$ cat config.mk
export PLATFORM = sky130hd
export DESIGN_NAME = kbtu_fin
export DESIGN_NICKNAME = d
export VERILOG_FILES = /design/src/rtl/kbtu_pkg.sv /design/src/rtl/kbtu_fin.sv
export SDC_FILE = /design/constraint.sdc
export NUM_CORES = 1
export LEC_CHECK = 0
export BUFFER_PORTS_ARGS = -buffer_cell sky130_fd_sc_hd__buf_2
export CAP_MARGIN = 25
export CORE_AREA = 10 10 198 200
export DETAILED_ROUTE_END_ITERATION = 7
export DIE_AREA = 0 0 208 210
export GPL_ROUTABILITY_DRIVEN = 0
export GPL_TIMING_DRIVEN = 0
export SLEW_MARGIN = 20
export SYNTH_ARGS = -nofsm -noshare
export SYNTH_HDL_FRONTEND = slang
export SYNTH_SLANG_ARGS = --single-unit
$ cat constraint.sdc
create_clock -name vclk -period 15.3
set_clock_uncertainty 0.15 [all_clocks]
set_input_delay 3.06 -clock vclk [all_inputs]
set_output_delay 3.06 -clock vclk [all_outputs]
set_load 0.005 [all_outputs]
$ cat src/rtl/kbtu_pkg.sv
// Shared types and constants for the known-bits transfer unit.
package kbtu_pkg;

	localparam int CNT_BITS = 7;

	typedef enum logic [3:0] {
		MODE_ADD    = 4'd0,
		MODE_SUB    = 4'd1,
		MODE_MUL    = 4'd2,
		MODE_AND    = 4'd3,
		MODE_OR     = 4'd4,
		MODE_XOR    = 4'd5,
		MODE_SHL    = 4'd6,
		MODE_LSHR   = 4'd7,
		MODE_ASHR   = 4'd8,
		MODE_TRUNC  = 4'd9,
		MODE_ZEXT   = 4'd10,
		MODE_SEXT   = 4'd11,
		MODE_SELECT = 4'd12,
		MODE_MEET   = 4'd13,
		MODE_ICMP   = 4'd14
	} kbtu_mode_t;

	typedef enum logic [3:0] {
		PRED_EQ  = 4'd0,
		PRED_NE  = 4'd1,
		PRED_UGT = 4'd2,
		PRED_UGE = 4'd3,
		PRED_ULT = 4'd4,
		PRED_ULE = 4'd5,
		PRED_SGT = 4'd6,
		PRED_SGE = 4'd7,
		PRED_SLT = 4'd8,
		PRED_SLE = 4'd9
	} kbtu_pred_t;

	// Decoded control of one item after width clamping.
	typedef struct packed {
		kbtu_mode_t          mode;
		kbtu_pred_t          pred;
		logic [CNT_BITS-1:0] w;
		logic [CNT_BITS-1:0] rw;
		logic                cz;
		logic                co;
	} kbtu_ctl_t;

	// Control passed from evaluation to the final stage.
	typedef struct packed {
		logic                mul_exact;
		logic [CNT_BITS-1:0] ow;
	} kbtu_res_ctl_t;

endpackage

$ cat src/rtl/kbtu_fin.sv
// Final stage: product assembly, result masking and constant detection.
module kbtu_fin #(
	parameter int W = 64
) (
	input  kbtu_pkg::kbtu_res_ctl_t         rctl,
	input  logic [W-1:0]                    rz,
	input  logic [W-1:0]                    ro,
	input  logic [W-1:0]                    om,
	input  logic [W-1:0]                    pp_ll,
	input  logic [W-1:0]                    pp_x1,
	input  logic [W-1:0]                    pp_x2,
	output logic [W-1:0]                    res_zero,
	output logic [W-1:0]                    res_one,
	output logic [kbtu_pkg::CNT_BITS-1:0]   res_width,
	output logic                            is_constant
);

	localparam int LO = (W + 1) / 2;

	logic [W-1:0] prod, z, o;

	assign prod = pp_ll + ((pp_x1 + pp_x2) << LO);
	assign z    = (rctl.mul_exact ? ~prod : rz) & om;
	assign o    = (rctl.mul_exact ? prod : ro) & om;

	assign res_zero    = z;
	assign res_one     = o;
	assign res_width   = rctl.ow;
	assign is_constant = ((z | o) == om) && ((z & o) == '0);

endmodule

=== Yosys cells after proc, flatten, opt, wreduce, memory -nomap -nowiden ===
Cells that the tools add are included.

* Output and inout port bits: 136
* Register bits: 0
* Input port bits: 392
* Logic and storage cells: 12

* Mux-type cells: 2
* Bitwise gates (word level): 5
* Add/subtract/negate cells: 2
* Equality and inequality tests: 1
* Reduce and logical (&&, ||, !) cells: 2

{| class="wikitable"
|+ Operators by type and width
! operator !! count
|-
| $and 64x64->64 || 3
|-
| $mux 64 || 2
|-
| $add 64x64->64 || 1
|-
| $eq 64x64->1 || 1
|-
| $logic_not 64->1 || 1
|-
| $not 64->64 || 1
|-
| $or 64x64->64 || 1
|-
| $add 32x32->32 || 1
|-
| $logic_and 1x1->1 || 1
|}

=== Depth between registers and ports, before layout ===
Gate-level depths: netlist (run 1).

* Depth after elaboration: 8
* Gate-level depth with buffers: 21
* Depth with buffers taken out: 20

=== Worst setup path after synthesis (run 1) ===
No wires, ideal clock.

* Path type: input to output
* From: in pp_x1[6]
* To: out res_zero[61]
* Buffers on the path: 1
* Data required time: 12090 ps
* Arrival: 6727 ps
* Stages on the path: 19
* Setup slack: 5363 ps
* Cell sequence: ha_1 a21oi_1 o211ai_1 a21o_1 nand2_1 o21ai_0 or2_2 xor2_1 ha_1 clkbuf_1 o21ai_0 a21boi_0 o221ai_1 nand2b_1 a31o_2 a221o_1 a21oi_1 mux2i_1 o21a_1

* Word-level cells in the longest chain between the ends: 5

{| class="wikitable"
|+ RTL lines
! what !! line !! text
|-
| from (decl) || kbtu_fin.sv:10 || <nowiki>input logic [W-1:0] pp_x1,</nowiki>
|-
| $add 32x32->32 || kbtu_fin.sv:22 || <nowiki>assign prod = pp_ll + ((pp_x1 + pp_x2) << LO);</nowiki>
|-
| $add 64x64->64 || kbtu_fin.sv:22 ||
|-
| $not 64->64 || kbtu_fin.sv:23 || <nowiki>assign z = (rctl.mul_exact ? ~prod : rz) & om;</nowiki>
|-
| $mux 64 || kbtu_fin.sv:23 ||
|-
| $and 64x64->64 || kbtu_fin.sv:23 ||
|-
| to (decl) || kbtu_fin.sv:12 || <nowiki>output logic [W-1:0] res_zero,</nowiki>
|}

No other way between the ends.

=== Worst setup path in the final report (run 1) ===
* From: in pp_x1[0]
* To: out res_one[57]

* Word-level cells in the longest chain between the ends: 4

{| class="wikitable"
|+ RTL lines
! what !! line !! text
|-
| $add 32x32->32 || kbtu_fin.sv:22 ||
|-
| $add 64x64->64 || kbtu_fin.sv:22 ||
|-
| $mux 64 || kbtu_fin.sv:24 || <nowiki>assign o = (rctl.mul_exact ? prod : ro) & om;</nowiki>
|-
| $and 64x64->64 || kbtu_fin.sv:24 ||
|-
| to (decl) || kbtu_fin.sv:13 || <nowiki>output logic [W-1:0] res_one,</nowiki>
|}

No other way between the ends.

==> results.toml, run 1 <==
[status]
status = "finished clean"

[pwr]
p_per_area_mw_per_mm2 = 60.3
peakVddDrop_v = 0.0000205
p_leak_nw = 4.67
totalPowerFinal_mw = 0.549

[yosys]
synth_top_family_by_area = "compound AO/OA/AOI/OAI gates"
synthMuxAreaShare_pct = 0.833
synth_area_per_cell_um2 = 6.57
synth_fa_ha_area_share_pct = 14.3
synth_cell_types = 65
synth_nets = 1398
synth_cells = 937
synth-xor-area-share_pct = 11.9
syn_area_mm2 = 0.00616
seq_area_frac_synth_pct = 0
synthSimpleGateAreaFrac_pct = 25.4
ys_warn_count = 0
synth_compound_area_share_pct = 43.2

[setup_path]
cp-end-kind = "primary output"
arrival_ns = 8.02
cp_max_fo = 8
worstPathRequired_ns = 12.09
worst-setup-path-type = "in -> out"
critPathLaunchType = "input pin"

[routing]
postRouteAntennaNets = 0
wl_um = 47100
drt_iter0_drc = 749
wire_per_inst_um = 25.1
drcViolationCount = 0
drt-vias-per-instance = 5.06
dr_total_vias = 9474
drt_first_pass_iters = 6

[cts]
ctsHoldBuffers = 0
cts_setup_buffers = 0
cts_resized = 0

[place]
dp_slack_ns = 4.03
place_hpwl_um = 41700
placed_cells = 1857
port-buffer-count = 456

[global_route]
grt_pass1_vias = 9514
grt_max_degree = 11
grt_pass1_wl_um = 65600
grt-ovfl-total = 0
grt_usage_pct = 19.7
antenna_found_initial = 19

[cells_and_area]
clock_buffers = 0
multi_input_area_mm2 = 0.00589
drive_gt1_share_pct = 34.7
nFillCells = 4030
nets = 1859
final_common_cell = "buf_2"
seq_cell_count = 0
syn_to_final_growth_pct = 47.6
layout.cells.non_filler = 1873
seq_area_um2 = 0
layout_common_cells = "buf_2 (456), nand2_1 (146), a21oi_1 (91), o21ai_0 (67), ha_1 (67)"

[sta]
rsz0062_at_grt = "no"
fmax_ghz = 0.0890
setup_viol = 0
slew_headroom_pct = 33.5
fin_tns_setup_ns = 0
slew_viol_final = 0
hold_violations = 0
finalCritPeriodShare_pct = 73.4
fin_crit_ns = 11.23
finalWorstSetupSlack_ns = 4.07
worst_pin_slew_ns = 0.998

[floorplan]
die_h_um = 210
ios = 528
row_count = 69
dieArea_mm2 = 0.0437
initial_core_util_pct = 17.5
design.core.area_mm2 = 0.0352
die_w_um = 208

[hold_path]
min_from = "rctl[1]"
hold_class = "in -> out"
holdPathEnd = "res_width[1]"
hold-path-cell-count = 2

[run]
maxCapViolCount = 0
## power by group
group / switching (mW) / internal, mW / total (mW)
Clock: 0 / 0.000000141 / 0.000000141
Combinational: 0.330 / 0.219 / 0.549
Sequential: 0 / 0 / 0
## Yosys cell counts (all sizes together), types with 8 or more instances
cell type	number	area [µm²]
xnor2	65	569
o21ai	69	349
inv	20	75.1
a21boi	52	390
nor2b	13	81.3
a21oi	91	455
nand4	19	119
nor2	47	176
ha	67	838
nand2b	8	50.1
a211oi	11	82.6
xor2	19	166
a22oi	11	82.6
buf	10	63.8
a21o	33	248
a31oi	19	119
nor3b	23	173
o21a	11	82.6
nand2	146	548
nor3	9	45.0
o211a	32	320
nand3	31	155
clkbuf	34	128
## metal layers
layer | global-route usage (%) | share of wire [%]
met4 | 4.67 | 2.3
met1 | 22.6 | 40
met2 | 36.2 | 50
met3 | 4.21 | 7.9
met5 | 0 | 0.070
## through the flow
step / area, µm² / util [%] / hold WS (ns)
6_report: 9090 / 25.8 / 6.14
5_1_grt: 9080 / 25.8 / 6.15
4_1_cts: 9050 / 25.7 / 6.14
3_5_place_dp: 9050 / 25.7 / 6.14
3_3_place_gp: 9020 / 25.6 / 6.14
2_1_floorplan: 6160 / - / 6.04
## worst max-delay path: stages
cell and delay [ns]:
buf_2 0.08, ha_1 0.19, inv_1 0.07, fa_1 0.42, nand2b_1 0.19, a211oi_1 0.37, o21a_1 0.29, nand2b_1 0.20
a21o_1 0.13, a21oi_1 0.07, xnor2_1 0.14, ha_1 0.28, clkbuf_1 0.30, a21oi_1 0.11, o21ai_0 0.37, o221ai_1 0.19
nand2b_1 0.10, a31o_2 0.19, a311oi_1 0.13, xnor2_1 0.65, nand2_1 0.10, a21boi_0 0.21, buf_2 0.17
## worst max-delay path by stage
stage             start           end  slack, ns  cells past startpoint
3_3_place_gp   pp_x1[0]   res_one[57]       4.12                     23
2_1_floorplan  pp_x1[6]  res_zero[61]       5.36                     19
5_1_grt        pp_x1[0]   res_one[57]       3.64                     23
3_5_place_dp   pp_x1[0]   res_one[57]       4.03                     23
4_1_cts        pp_x1[0]   res_one[57]       3.99                     23
6_report       pp_x1[0]   res_one[57]       4.07                     23
## layout make-up
cell class	count	area share, %
Antenna cell	16	0.440
Buffer	44	2.12
Inverter	20	0.826
Multi-Input combinational cell	873	64.8
Tap cell	461	6.34
Timing Repair Buffer	459	25.5
## cell families (layout without fill, tap and decap cells)
logic type               after synthesis  in the layout
buffers and inverters                 64            523
AO/OA/AOI/OAI                        387            387
AND/OR/NAND/NOR                      328            328
XOR/XNOR                              84             84
multiplexers                           5              5
adder cells (fa/ha/maj)               69             69
other                                  0             16
Power figures use the tool's default switching activity.
==> run 2, diff against run 1 <==
--- a/config.mk
+++ b/config.mk
@@ -5,11 +5,12 @@
 export SDC_FILE = /design/constraint.sdc
 export NUM_CORES = 1
 export LEC_CHECK = 0
+export ABC_AREA = 1
 export BUFFER_PORTS_ARGS = -buffer_cell sky130_fd_sc_hd__buf_2
 export CAP_MARGIN = 25
-export CORE_AREA = 10 10 198 200
+export CORE_AREA = 10 10 196 198
 export DETAILED_ROUTE_END_ITERATION = 7
-export DIE_AREA = 0 0 208 210
+export DIE_AREA = 0 0 206 208
 export GPL_ROUTABILITY_DRIVEN = 0
 export GPL_TIMING_DRIVEN = 0
 export SLEW_MARGIN = 20
==> constraint.sdc (replaced) <==
create_clock -name vclk -period 9.1
set_clock_uncertainty 0.15 [all_clocks]
set_input_delay 1.82 -clock vclk [all_inputs]
set_output_delay 1.82 -clock vclk [all_outputs]
set_load 0.005 [all_outputs]
==> run 2 against run 1 <==
Compared with the run above: critical path depth rose by 1; hold slack got worse by 2.5 ns; core utilization rose by 2.7 points; power rose by 64%; non-clock buffer count fell by 11; routed wire length fell by 6.0%; first-iteration DRC count rose by 12%; combinational power rose by 64%; critical path type unchanged.
==> results.toml, run 2 <==
[floorplan]
ios = 528
initial_core_util_pct = 20.2
design.core.area_mm2 = 0.0344
row_count = 68
die_w_um = 206
die_h_um = 208
dieArea_mm2 = 0.0428

[setup_path]
worst-setup-path-type = "in -> out"
critPathLaunchType = "input pin"
path_delay_family = "compound AO/OA/AOI/OAI gates"
arrival_ns = 5.41
cp-end-kind = "primary output"
cpMostUsedCell = "nand2_1"
worstPathRequired_ns = 7.13
cp_max_fo = 3
crit_buf_inv = 4
slowest_delay_ns = 0.39
crit_path_top_delay_cell = "fa_1"
crit_path_cell_trace = "buf_2 > ha_1 > inv_1 > fa_1 > inv_1 > nand3_1 > nand2_1 > a21oi_1 > o21ai_2 > nand2_1 > nand2_1 > nand2_1 > nand2_1 > xor2_1 > ha_1 > a21o_1 > a21oi_1 > o21ai_0 > a21oi_1 > nand2_1 > nand2_1 > nand3_1 > a21boi_0 > buf_2"

[run]
maxCapViolCount = 0

[yosys]
synth_cells = 1325
synth_top_area_share_pct = 22.6
seq_area_frac_synth_pct = 0
synth.most_common_cell = "nand2_1"
syn_area_mm2 = 0.00694
synth_cell_types = 37
synth_area_per_cell_um2 = 5.23
yosys.area.top_type = "nand2_1"
synth_nets = 1786
ys_warn_count = 0
yosys-top-cells-count = "nand2_1 (417), inv_1 (171), nor2_1 (150), nand4_1 (107), a21oi_1 (75)"
ys_top_cells_by_area = "nand2_1 (23%), ha_1 (12%), nand4_1 (9.7%)"

[cells_and_area]
nFillCells = 4007
final_common_cell = "buf_2"
drive_gt1_share_pct = 27.9
nets = 2245
syn_to_final_growth_pct = 41.3
final_core_util_pct = 28.5
seq_cell_count = 0
multi_input_area_mm2 = 0.00604
layout_common_cells = "buf_2 (472), nand2_1 (417), inv_1 (171), nor2_1 (150), nand4_1 (107)"
seq_area_um2 = 0
clock_buffers = 0

[global_route]
antenna_found_initial = 6
grt_pass1_vias = 11052
grt-ovfl-total = 0
grt_pass1_wl_um = 64100
grt_max_degree = 11
grt_usage_pct = 19.0

[sta]
hold_violations = 0
finalCritPeriodShare_pct = 81.1
rsz0062_at_grt = "no"
fin_crit_ns = 7.38
worst_pin_slew_ns = 0.955
setup_viol = 0
slew_viol_final = 0
slew_headroom_pct = 36.3
fmax_ghz = 0.135
fin_tns_setup_ns = 0

[place]
place_hpwl_um = 39900
port-buffer-count = 457

[routing]
wire_per_inst_um = 19.7
postRouteAntennaNets = 0
drcViolationCount = 0
drt_iter0_drc = 842
drt-vias-per-instance = 4.93
drt_first_pass_iters = 6
wl_um = 44200
dr_total_vias = 11040

[pwr]
p_leak_nw = 5.72
peakVddDrop_v = 0.0000342
p_per_area_mw_per_mm2 = 92.0

[cts]
cts_setup_buffers = 0
ctsHoldBuffers = 0
cts_resized = 0

[hold_path]
hold_class = "in -> out"

[status]
status = "finished clean"
## run 2: cell count changes in the layout (fill, tap and decap cells not counted), moves of 23 or more
cell / previous run / this run
a21o_1: 33 / 9
clkbuf_1: 33 / 1
inv_1: 20 / 171
nand2_1: 146 / 417
nand3_1: 31 / 73
nand4_1: 19 / 107
nor2_1: 47 / 150
nor3b_1: 23 / 0
o211a_1: 32 / 1
o21ai_0: 67 / 26
xnor2_1: 65 / 14
## run 2: where the power goes
part,total [mW],internal [mW],switching [mW]
registers,0,0,0
logic,0.902,0.331,0.571
clock network,0.0000000498,0.0000000497,0
total,0.902,0.331,0.571
## run 2: path summary, 6_finish.rpt
check / start / endpoint / slack (ns) / cells past startpoint
min: rctl[4] / res_width[4] / 3.66 / 2
max: pp_x1[0] / res_zero[57] / 1.72 / 24
## run 2: metrics by stage
step / hold WS [ns] / power [mW] / std cells / worst slack, ns / instance area, µm²
global placement: 3.66 / 0.898 / 2237 / 1.67 / 9790
global route: 3.67 / 1.01 / 2240 / 1.23 / 9800
CTS: 3.66 / 0.909 / 2237 / 1.68 / 9790
finish: 3.66 / 0.902 / 2241 / 1.72 / 9800
detailed placement: 3.66 / 0.904 / 2237 / 1.69 / 9790
floorplan: 3.57 / 0.535 / 1325 / 2.58 / 6940
## run 2: area by class of cell
| cell class | count | area share, % |
|---|---|---|
| plain buffers | 35 | 2.53 |
| inverters | 172 | 6.59 |
| diodes | 4 | 0.102 |
| well taps | 455 | 5.81 |
| repair buffers | 457 | 23.3 |
| multi-input cells | 1118 | 61.6 |
## run 2: cells by family after synthesis
family / share of synthesized area (%)
and+or+nand+nor: 48.6
AOI/OAI and AO/OA: 20.1
buffers and inverters: 12.9
xor gates and xnor gates: 5.81
adders and majority gates: 12.7
## run 2: layer usage
metal,global-route usage [%],up-vias,wire (µm)
met2,34.2,590,21500
met3,2.67,84,3750
met4,4.57,6,1070
met5,0,-,34
met1,23.0,4987,17900
li1,-,5373,-
