## config.mk

```make
export PLATFORM = sky130hd
export DESIGN_NAME = kbtu_prep
export DESIGN_NICKNAME = d
export VERILOG_FILES = /design/src/rtl/kbtu_pkg.sv /design/src/rtl/kbtu_prep.sv
export SDC_FILE = /design/constraint.sdc
export NUM_CORES = 1
export LEC_CHECK = 0
export BUFFER_PORTS_ARGS = -buffer_cell sky130_fd_sc_hd__buf_2
export CAP_MARGIN = 20
export CORE_AREA = 2 2 241 243
export DETAILED_ROUTE_END_ITERATION = 7
export DIE_AREA = 0 0 243 245
export GPL_TIMING_DRIVEN = 0
export PLACE_DENSITY_LB_ADDON = 0.25
export SLEW_MARGIN = 40
export SYNTH_ARGS = -nofsm -noshare
export SYNTH_HDL_FRONTEND = slang
export SYNTH_SLANG_ARGS = --single-unit
```

## constraint.sdc

```tcl
create_clock -name vclk -period 2.4
set_clock_uncertainty 0.15 [all_clocks]
set_input_delay 0.48 -clock vclk [all_inputs]
set_output_delay 0.48 -clock vclk [all_outputs]
set_load 0.02 [all_outputs]
```

## src/rtl/kbtu_pkg.sv

```systemverilog
// Shared types and constants for the known-bits transfer unit.
package kbtu_pkg;

	localparam int CNT_BITS = 7;

	typedef enum logic [3:0] {
		MODE_ADD    = 4'd0,
		MODE_SUB    = 4'd1,
		MODE_MUL    = 4'd2,
		MODE_AND    = 4'd3,
		MODE_OR     = 4'd4,
		MODE_XOR    = 4'd5,
		MODE_SHL    = 4'd6,
		MODE_LSHR   = 4'd7,
		MODE_ASHR   = 4'd8,
		MODE_TRUNC  = 4'd9,
		MODE_ZEXT   = 4'd10,
		MODE_SEXT   = 4'd11,
		MODE_SELECT = 4'd12,
		MODE_MEET   = 4'd13,
		MODE_ICMP   = 4'd14
	} kbtu_mode_t;

	typedef enum logic [3:0] {
		PRED_EQ  = 4'd0,
		PRED_NE  = 4'd1,
		PRED_UGT = 4'd2,
		PRED_UGE = 4'd3,
		PRED_ULT = 4'd4,
		PRED_ULE = 4'd5,
		PRED_SGT = 4'd6,
		PRED_SGE = 4'd7,
		PRED_SLT = 4'd8,
		PRED_SLE = 4'd9
	} kbtu_pred_t;

	// Decoded control of one item after width clamping.
	typedef struct packed {
		kbtu_mode_t          mode;
		kbtu_pred_t          pred;
		logic [CNT_BITS-1:0] w;
		logic [CNT_BITS-1:0] rw;
		logic                cz;
		logic                co;
	} kbtu_ctl_t;

	// Control passed from evaluation to the final stage.
	typedef struct packed {
		logic                mul_exact;
		logic [CNT_BITS-1:0] ow;
	} kbtu_res_ctl_t;

endpackage

```

## src/rtl/kbtu_prep.sv

```systemverilog
// Input conditioning: width clamping, operand masking and opcode decode.
module kbtu_prep #(
	parameter int W = 64
) (
	input  logic [3:0]                      mode,
	input  logic [3:0]                      predicate,
	input  logic [kbtu_pkg::CNT_BITS-1:0]   op_width,
	input  logic [kbtu_pkg::CNT_BITS-1:0]   result_width,
	input  logic [W-1:0]                    a_zero,
	input  logic [W-1:0]                    a_one,
	input  logic [W-1:0]                    b_zero,
	input  logic [W-1:0]                    b_one,
	input  logic                            cond_zero,
	input  logic                            cond_one,
	output kbtu_pkg::kbtu_ctl_t             ctl,
	output logic [W-1:0]                    m,
	output logic [W-1:0]                    az,
	output logic [W-1:0]                    ao,
	output logic [W-1:0]                    bz,
	output logic [W-1:0]                    bo
);

	localparam logic [kbtu_pkg::CNT_BITS-1:0] WMAX = kbtu_pkg::CNT_BITS'(W);

	function automatic logic [kbtu_pkg::CNT_BITS-1:0] clamp(
		input logic [kbtu_pkg::CNT_BITS-1:0] n
	);
		logic [kbtu_pkg::CNT_BITS-1:0] r;
		r = n;
		if (n == '0) r = kbtu_pkg::CNT_BITS'(1);
		else if (n > WMAX) r = WMAX;
		return r;
	endfunction

	logic [kbtu_pkg::CNT_BITS-1:0] w_c;

	assign w_c = clamp(op_width);

	always_comb begin
		for (int i = 0; i < W; i++) m[i] = (i < int'(w_c));
	end

	assign az = a_zero & m;
	assign ao = a_one & m;
	assign bz = b_zero & m;
	assign bo = b_one & m;

	assign ctl.mode = kbtu_pkg::kbtu_mode_t'(mode);
	assign ctl.pred = kbtu_pkg::kbtu_pred_t'(predicate);
	assign ctl.w    = w_c;
	assign ctl.rw   = clamp(result_width);
	assign ctl.cz   = cond_zero;
	assign ctl.co   = cond_one;

endmodule

```

Yosys cells after proc, flatten, opt, wreduce, memory -nomap -nowiden --
Index checks and enable logic that the tools add are counted. Widths: inputs -> output; s select.
Word-level totals: bits in registers 0, input bits 280
Operators by class: $lt $le $gt $ge 66, multiplexer cells 4, bitwise logic cells 4, reductions and logical operators 2
Operators with widths (count):
- $and 64x64->64 | 4
- $lt 6x7->1 const A | 32
- $lt 5x7->1 const A | 16
- $lt 4x7->1 const A | 8
- $lt 3x7->1 const A | 4
- $mux 7 | 4
- $gt 7x7->1 const B | 2
- $logic_not 7->1 | 2
- $lt 1x7->1 const A | 2
- $lt 2x7->1 const A | 2

Logic depth before layout (Yosys ltp) --
Gate-level depths: netlist of run 1.
word-level depth 5, gate-level depth with buffers 7, gate-level depth less buffers 4

Worst setup path after synthesis of run 1 --
OpenSTA, ideal clock, no wires.
kind input to output, start point in op_width[4] in the netlist's numbering, end point out ao[54], arrival 2.027 ns, data required time 1.770 ns, setup slack -0.257 ns, stages on the path 5, cells stage by stage buf_2 -> buf_2 -> nor2b_1 -> a41oi_1 -> and2_1
RTL lines:
- start: declaration | RTL line kbtu_prep.sv:7 | input logic [kbtu_pkg::CNT_BITS-1:0] op_width,
- end: declaration | RTL line kbtu_prep.sv:18 | output logic [W-1:0] ao,

Final worst setup path of run 1 --
start point in op_width[6] in the netlist's numbering, end point out bo[20]
On the way: longest elaborated chain between the ends 5
Ends and longest elaborated chain:
- $gt 7x7->1 | RTL line kbtu_prep.sv:31 | else if (n > WMAX) r = WMAX;
- $mux 7 | RTL line kbtu_prep.sv:31
- $mux 7 * | RTL line kbtu_prep.sv:30 | if (n == '0) r = kbtu_pkg::CNT_BITS'(1);
- $lt 5x7->1 * | RTL line kbtu_prep.sv:40 | for (int i = 0; i < W; i++) m[i] = (i < int'(w_c));
- $and 64x64->64 * | RTL line kbtu_prep.sv:46 | assign bo = b_one & m;
- end: declaration | RTL line kbtu_prep.sv:20 | output logic [W-1:0] bo
Every way passes the cells marked *; elsewhere a longest branch is shown, timed or not.

==> results by group, run 1 <==
Timing
  – Tmin final: 2.47 ns
  – Fin crit share: 1.03
  – Fin Setup TNS: -0.307 ns
  – Peak Freq: between 400 and 500 MHz
  – Hold Fails Final Rpt: 0
  – Final Max Tran Viols: 0
  – Hold_ws: between 1 and 1.5 ns
  – RSZ-0062 raised after global routing: yes
  – Final setup violation count: 11
  – Final setup margin: -0.0736 ns

Floorplanning
  – Chip width: ~240 um
  – I/O pin total: 624
  – Rows: 88
  – Die area: just under 60,000 um2
  – Initial core utilization: 0.0481
  – CORE AREA: between 50,000 and 60,000 um2
  – Die span in y: 245 um

Global route
  – Largest net degree at the start of global routing: 11
  – First-pass GRT wire length: roughly 40 mm
  – Tot GR Track Use: 0.0937
  – Number of global-route vias before repair: 5,474
  – Antenna violations before repair: 15
  – GRT overflow: 0

Critical path
  – Buf/Inv on CP: 5
  – Worst Setup Start Kind: input pin
  – Critical path cell sequence: buf_12 -> buf_12 -> buf_16 -> nand3b_1 -> o211ai_1 -> buf_4 -> and2_4 -> buf_6
  – Crit-path slowest cell: nand3b_1
  – Crit path largest cell delay: roughly 0.29 ns
  – Worst EP arrival: ~1.8 ns
  – Most used cell, CP: buf_12
  – Crit end category: output pin
  – Worst path top cell family by delay: buffers and inverters
  – WP data required: around 1.8 ns
  – Critical path peak fanout: 6
  – CP Class: in -> out

Route
  – Wirelength, routed: a little over 30 mm
  – Via count: around 5,700
  – Wire per inst: around 16 um
  – Drt via density: between 3 and 4
  – 1st-iter DRT viols: ~140
  – Residual DRC: 0
  – DRT antenna net count: 0
  – First-pass detailed-route iteration total: 4

Placed design
  – Count of buffers from port buffering: 606
  – Hpwl dp: between 20 and 30 mm
  – RePlAce Congestion: between 0.9 and 1

Finish
  – Fillers: 6,625
  – Layout Nets: between 1,000 and 1,500
  – Seq_cells: 0
  – Area grow syn2layout: 201%
  – Clock buffers: 0
  – Share of layout cells above drive strength 1: 0.701
  – Flip-flop and latch area: 0 um2

Synthesis
  – Post-synthesis cell count: approximately 450
  – Post-Syn Area per Cell: approximately 6 um2
  – Sequential element share of the synthesized area: 0
  – Top-count cell post-synth: and2_1
  – Synth Warn #: 0
  – Top cell type by total area after synthesis: and2_1
  – Post-Syn Nets: about 730
  – Top-area cell type share of the netlist area: 0.324
  – Synth cell types: 46
  – Synth top cells by count: and2_1, nor2b_1, inv_1, nand2_1, nor2_1
  – Ranking of synthesized cells by area: and2_1, nor2b_1, buf_4
  – Mapped Area: ~2700 um2

Clock network
  – Hold-fix buffer count after cts: 0

Min path
  – Worst Hold Path EP: bo[0]
  – WHS Path Cells: 2
  – Hold Crit Start: b_one[0]
  – Hold crit path type: in -> out

Run status
  – Violated checks: setup timing
  – Status: finished, violations left

Pwr
  – P_leak: approximately 4.2 nW
  – Pwr Total: approximately 1.9 mW
  – Pwr per Cell Area: 230 nW/um2
  – Max VDD drop: roughly 0.079 mV

Job
  – Max_cap viols: 0
==> layout make-up <==
cell class | count | area, um2 | area share
timing repair buffer | 660 | 3810 | 0.462
antenna | 10 | 25.0 | 0.00303
buffer | 39 | 429 | 0.0520
inverter | 29 | 115 | 0.0139
multi-input combinational | 383 | 2920 | 0.353
tap | 765 | 957 | 0.116
==> power by group <==
| part | internal, mW | total, mW | switching (mW) | leakage [nW] |
|---|---|---|---|---|
| sequential | 0 | 0 | 0 | 0 |
| clock | 0.000000595 | 0.000000595 | 0 | 0.0000642 |
| combinational | 0.804 | 1.90 | 1.10 | 4.21 |
==> logic make-up after synthesis <==
logic type             count (synthesis)  share of synthesized area
AO/OA/AOI/OAI                         58                      0.160
other                                  1                    0.00137
buffers and inverters                 69                      0.123
AND/OR/NAND/NOR                      324                      0.716
==> how the worst max path moves through the flow <==
stage              to        start  cells after the start  slack, ns
2_1_floorplan  ao[30]  op_width[4]                      5      -0.17
3_3_place_gp   az[42]  op_width[2]                      7      -0.86
3_5_place_dp   az[42]  op_width[2]                      7      -0.87
4_1_cts        bo[20]  op_width[6]                      8      -0.09
5_1_grt        bo[20]  op_width[6]                      8      -0.11
6_report       bo[20]  op_width[6]                      8      -0.07
==> layout by cell type (no fill, tap or decap), types with 5 or more instances in the layout <==
| master | instances |
|---|---|
| clkbuf_1 | 6 |
| buf_8 | 5 |
| inv_1 | 24 |
| o21ai_2 | 6 |
| a21oi_4 | 10 |
| and2_4 | 13 |
| buf_6 | 29 |
| o31a_1 | 5 |
| nor2b_1 | 86 |
| diode_2 | 10 |
| and3_1 | 9 |
| nor2_1 | 24 |
| buf_4 | 70 |
| buf_12 | 16 |
| buf_2 | 566 |
| nand2_1 | 24 |
| and2_1 | 129 |
==> metrics by stage <==
step	instances	area (um2)	setup WS (ns)	util
2_1_floorplan	452	2810	-0.175	-
3_3_place_gp	1823	6800	-0.857	0.119
3_5_place_dp	1824	6820	-0.865	0.120
4_1_cts	1864	7940	-0.0912	0.139
5_1_grt	1880	8240	-0.112	0.144
6_report	1886	8250	-0.0736	0.145
==> layer usage <==
layer	global-route usage	wire length, um	up-vias
met4	0.0171	570	10
met5	0	60	-
met1	0.103	11400	2602
met3	0.0286	2810	28
li1	-	-	2751
met2	0.176	16000	317
==> what timing repair did <==
action | 4_1_cts | 5_1_grt
endpoints found under the setup margin | 299 | 129
gates resized for setup | 181 | 46
buffers inserted | 39 | 13
cloned | 1 | 0
pin swaps | 26 | 13
No activity file was read; power rests on OpenSTA's default activity.
==> inputs of run 2 (changes only) <==
==> config.mk (replaced) <==
export PLATFORM = sky130hd
export DESIGN_NAME = kbtu_prep
export DESIGN_NICKNAME = d
export VERILOG_FILES = /design/src/rtl/kbtu_pkg.sv /design/src/rtl/kbtu_prep.sv
export SDC_FILE = /design/constraint.sdc
export NUM_CORES = 1
export LEC_CHECK = 0
export CAP_MARGIN = 20
export CORE_AREA = 2 2 244 246
export DETAILED_ROUTE_END_ITERATION = 7
export DIE_AREA = 0 0 246 248
export DONT_BUFFER_PORTS = 1
export GPL_TIMING_DRIVEN = 0
export PLACE_DENSITY = 0.3
export SLEW_MARGIN = 40
export SYNTH_ARGS = -nofsm -noshare
export SYNTH_HDL_FRONTEND = slang
export SYNTH_SLANG_ARGS = --single-unit
==> results by group, run 2 (same netlist as run 1, synthesis figures left out) <==
Min path
  – Hold crit path type: in -> out
  – Worst Hold Path EP: ctl[5]
  – WHS Path Cells: 1 (-1)
  – Hold Crit Start: result_width[6]

Global route
  – First-pass GRT wire length: 34.2 mm (-14%)
  – GRT overflow: 0 (unchanged)
  – Antenna violations before repair: 10 (-5)
  – Number of global-route vias before repair: 3,600 (-34%)
  – Largest net degree at the start of global routing: 11 (unchanged)
  – Tot GR Track Use: 0.0834 (-0.0102)

Placed design
  – Post-Place Cells: 1,228 (-33%)
  – RePlAce Congestion: 0.960 (+4.3%)
  – Count of buffers from port buffering: 0 (-100%)
  – Hpwl dp: 24.3 mm (-12%)

Pwr
  – Pwr per Cell Area: 266 nW/um2 (+15%)
  – Share of power burned in registers: 0 (unchanged)
  – Max VDD drop: 0.0696 mV (-12%)
  – Sw Ratio: 0.699 (+0.122)
  – P_leak: 1.82 nW (-57%)
  – Clock share of power: 0 (unchanged)
  – Int Power: 0.426 mW (-47%)
  – NetSw: 0.989 mW (-9.8%)
  – Comb pwr share: 1.000 (about the same)

Timing
  – Final Max Tran Viols: 0 (unchanged)
  – Fin crit share: 1.01 (-0.0198)
  – Final setup margin: -0.0260 ns (+0.0475 ns)
  – Slew HR: 0.457
  – Tmin final: 2.43 ns (-0.0475 ns)
  – Worst-margin pin slew: about 0.8 ns
  – Fin Setup TNS: -0.0387 ns (+0.269 ns)
  – Peak Freq: 412 MHz (+2.0%)
  – Final setup violation count: 3 (-8)
  – Hold Fails Final Rpt: 0 (unchanged)
  – RSZ-0062 raised after global routing: yes

Route
  – Wire per inst: 22.1 um (+35%)
  – DRT antenna net count: 0 (unchanged)
  – 1st-iter DRT viols: 102 (-26%)
  – First-pass detailed-route iteration total: 4 (unchanged)
  – Wirelength, routed: 28.4 mm (-7.9%)
  – Drt via density: 2.92 (-3.5%)
  – Via count: 3,746 (-34%)
  – Residual DRC: 0 (unchanged)

Critical path
  – Worst EP arrival: 1.80 ns (-0.04 ns)
  – CP Class: in -> out
  – Crit-path slowest cell: or3_4
  – Worst Setup Start Kind: input pin
  – Critical path peak fanout: 7 (+1)
  – Crit path largest cell delay: 0.39 ns (+0.10 ns)
  – Crit end category: output pin
  – Critical path cell sequence: buf_12 -> or3_4 -> buf_12 -> a311oi_4 -> buf_12 -> clkinvlp_4
  – Most used cell, CP: buf_12
  – WP data required: 1.77 ns (about the same)

Finish
  – Seq_cells: 0 (unchanged)
  – Leading cell type in the layout, fill and taps excluded: and2_1
  – Flip-flop and latch area: 0 um2 (unchanged)
  – Non-Filler Instances: 1,282 (-32%)
  – Clock buffers: 0 (unchanged)
  – Share of layout cells above drive strength 1: 0.507 (-0.194)
  – Area grow syn2layout: 94.2%
  – Layout Nets: 789 (-43%)
  – Most frequent cells in the layout: and2_1, nor2b_1, buf_4

Run status
  – Status: finished, violations left
  – Violated checks: setup timing

Floorplanning
  – I/O pin total: 624 (unchanged)
  – CORE AREA: 58,500 um2 (+2.5%)
  – Die span in y: 248 um (+1.2%)
  – Die area: 61,000 um2 (+2.5%)
  – Rows: 89 (+1.1%)
  – Chip width: 246 um (+1.2%)
  – Initial core utilization: 0.0469 (-0.00117)

Job
  – Max_cap viols: 0 (unchanged)

Clock network
  – Hold-fix buffer count after cts: 0 (unchanged)
[run 2: cell types whose count changed in the layout (fill, tap and decap cells not counted), moves of 5 or more]
cell     change
nor2b_1     -26
o21ai_4      +5
buf_6       -26
and2_2       +6
nor2_1      -17
and2_1      -25
buf_2      -564
nor2b_2     +14
nor2b_4     +12
nor2_2      +17
buf_4       -14
diode_2      -8
and2_4      +19
[run 2: power by group through the flow]
stage | logic (mW) | clock network, mW | registers (mW)
after global placement | 1.15 | 0 | 0
after global routing | 1.50 | 0.0000000350 | 0
after detailed placement | 1.15 | 0 | 0
after CTS | 1.37 | 0 | 0
final | 1.41 | 0.0000000512 | 0
after floorplan | 0.896 | 0 | 0
[run 2: worst max-delay path by stage]
stage | startpoint | to | slack [ns]
after floorplan | op_width[4] | ao[30] | -0.17
after global placement | op_width[4] | bo[60] | -1.15
after detailed placement | op_width[4] | bo[60] | -0.89
after CTS | op_width[5] | az[44] | -0.04
after global routing | op_width[5] | az[4] | -0.08
final | op_width[0] | m[24] | -0.03
[run 2: final cells by class]
type	instances	area, um2
antenna	2	5.00
buffer	40	467
fill	6792	53100
inverter	29	120
multi-input combinational	383	3220
tap	773	967
timing repair buffer	54	536
timing repair inverter	1	5.00
[run 2: layer usage]
layer  track usage  routed length [um]  up-vias
li1              -                   -     1541
met1        0.0939               10400     1787
met2         0.161               15000      371
met3        0.0200                2340       41
met4        0.0107                 537        6
met5             0                  44        -
[run 2: through the flow]
stage / cell area (um2) / power [mW] / worst slack [ns] / utilization / hold slack, ns
2_1_floorplan: 2810 / 0.896 / -0.175 / - / 0.888
3_3_place_gp: 3780 / 1.15 / -1.15 / 0.0646 / 0.893
3_5_place_dp: 3830 / 1.15 / -0.890 / 0.0655 / 0.891
4_1_cts: 4910 / 1.37 / -0.0384 / 0.0840 / 0.891
5_1_grt: 5320 / 1.50 / -0.0765 / 0.0910 / 0.896
6_report: 5320 / 1.41 / -0.0260 / 0.0911 / 0.891
[run 2: critical path, delay by kind of cell]
kind / cells / cell delay [ns]
AO/OA/AOI/OAI: 1 / 0.32
buffers and inverters: 4 / 0.59
AND/OR/NAND/NOR: 1 / 0.39
[run 2: repair_timing]
| action | 4_1_cts | 5_1_grt |
|---|---|---|
| gates resized for setup | 221 | 65 |
| endpoints found under the hold margin | 0 | 0 |
| pin swaps | 28 | 23 |
| cloned | 2 | 1 |
| setup endpoints to repair | 286 | 107 |
| setup buffers | 33 | 16 |
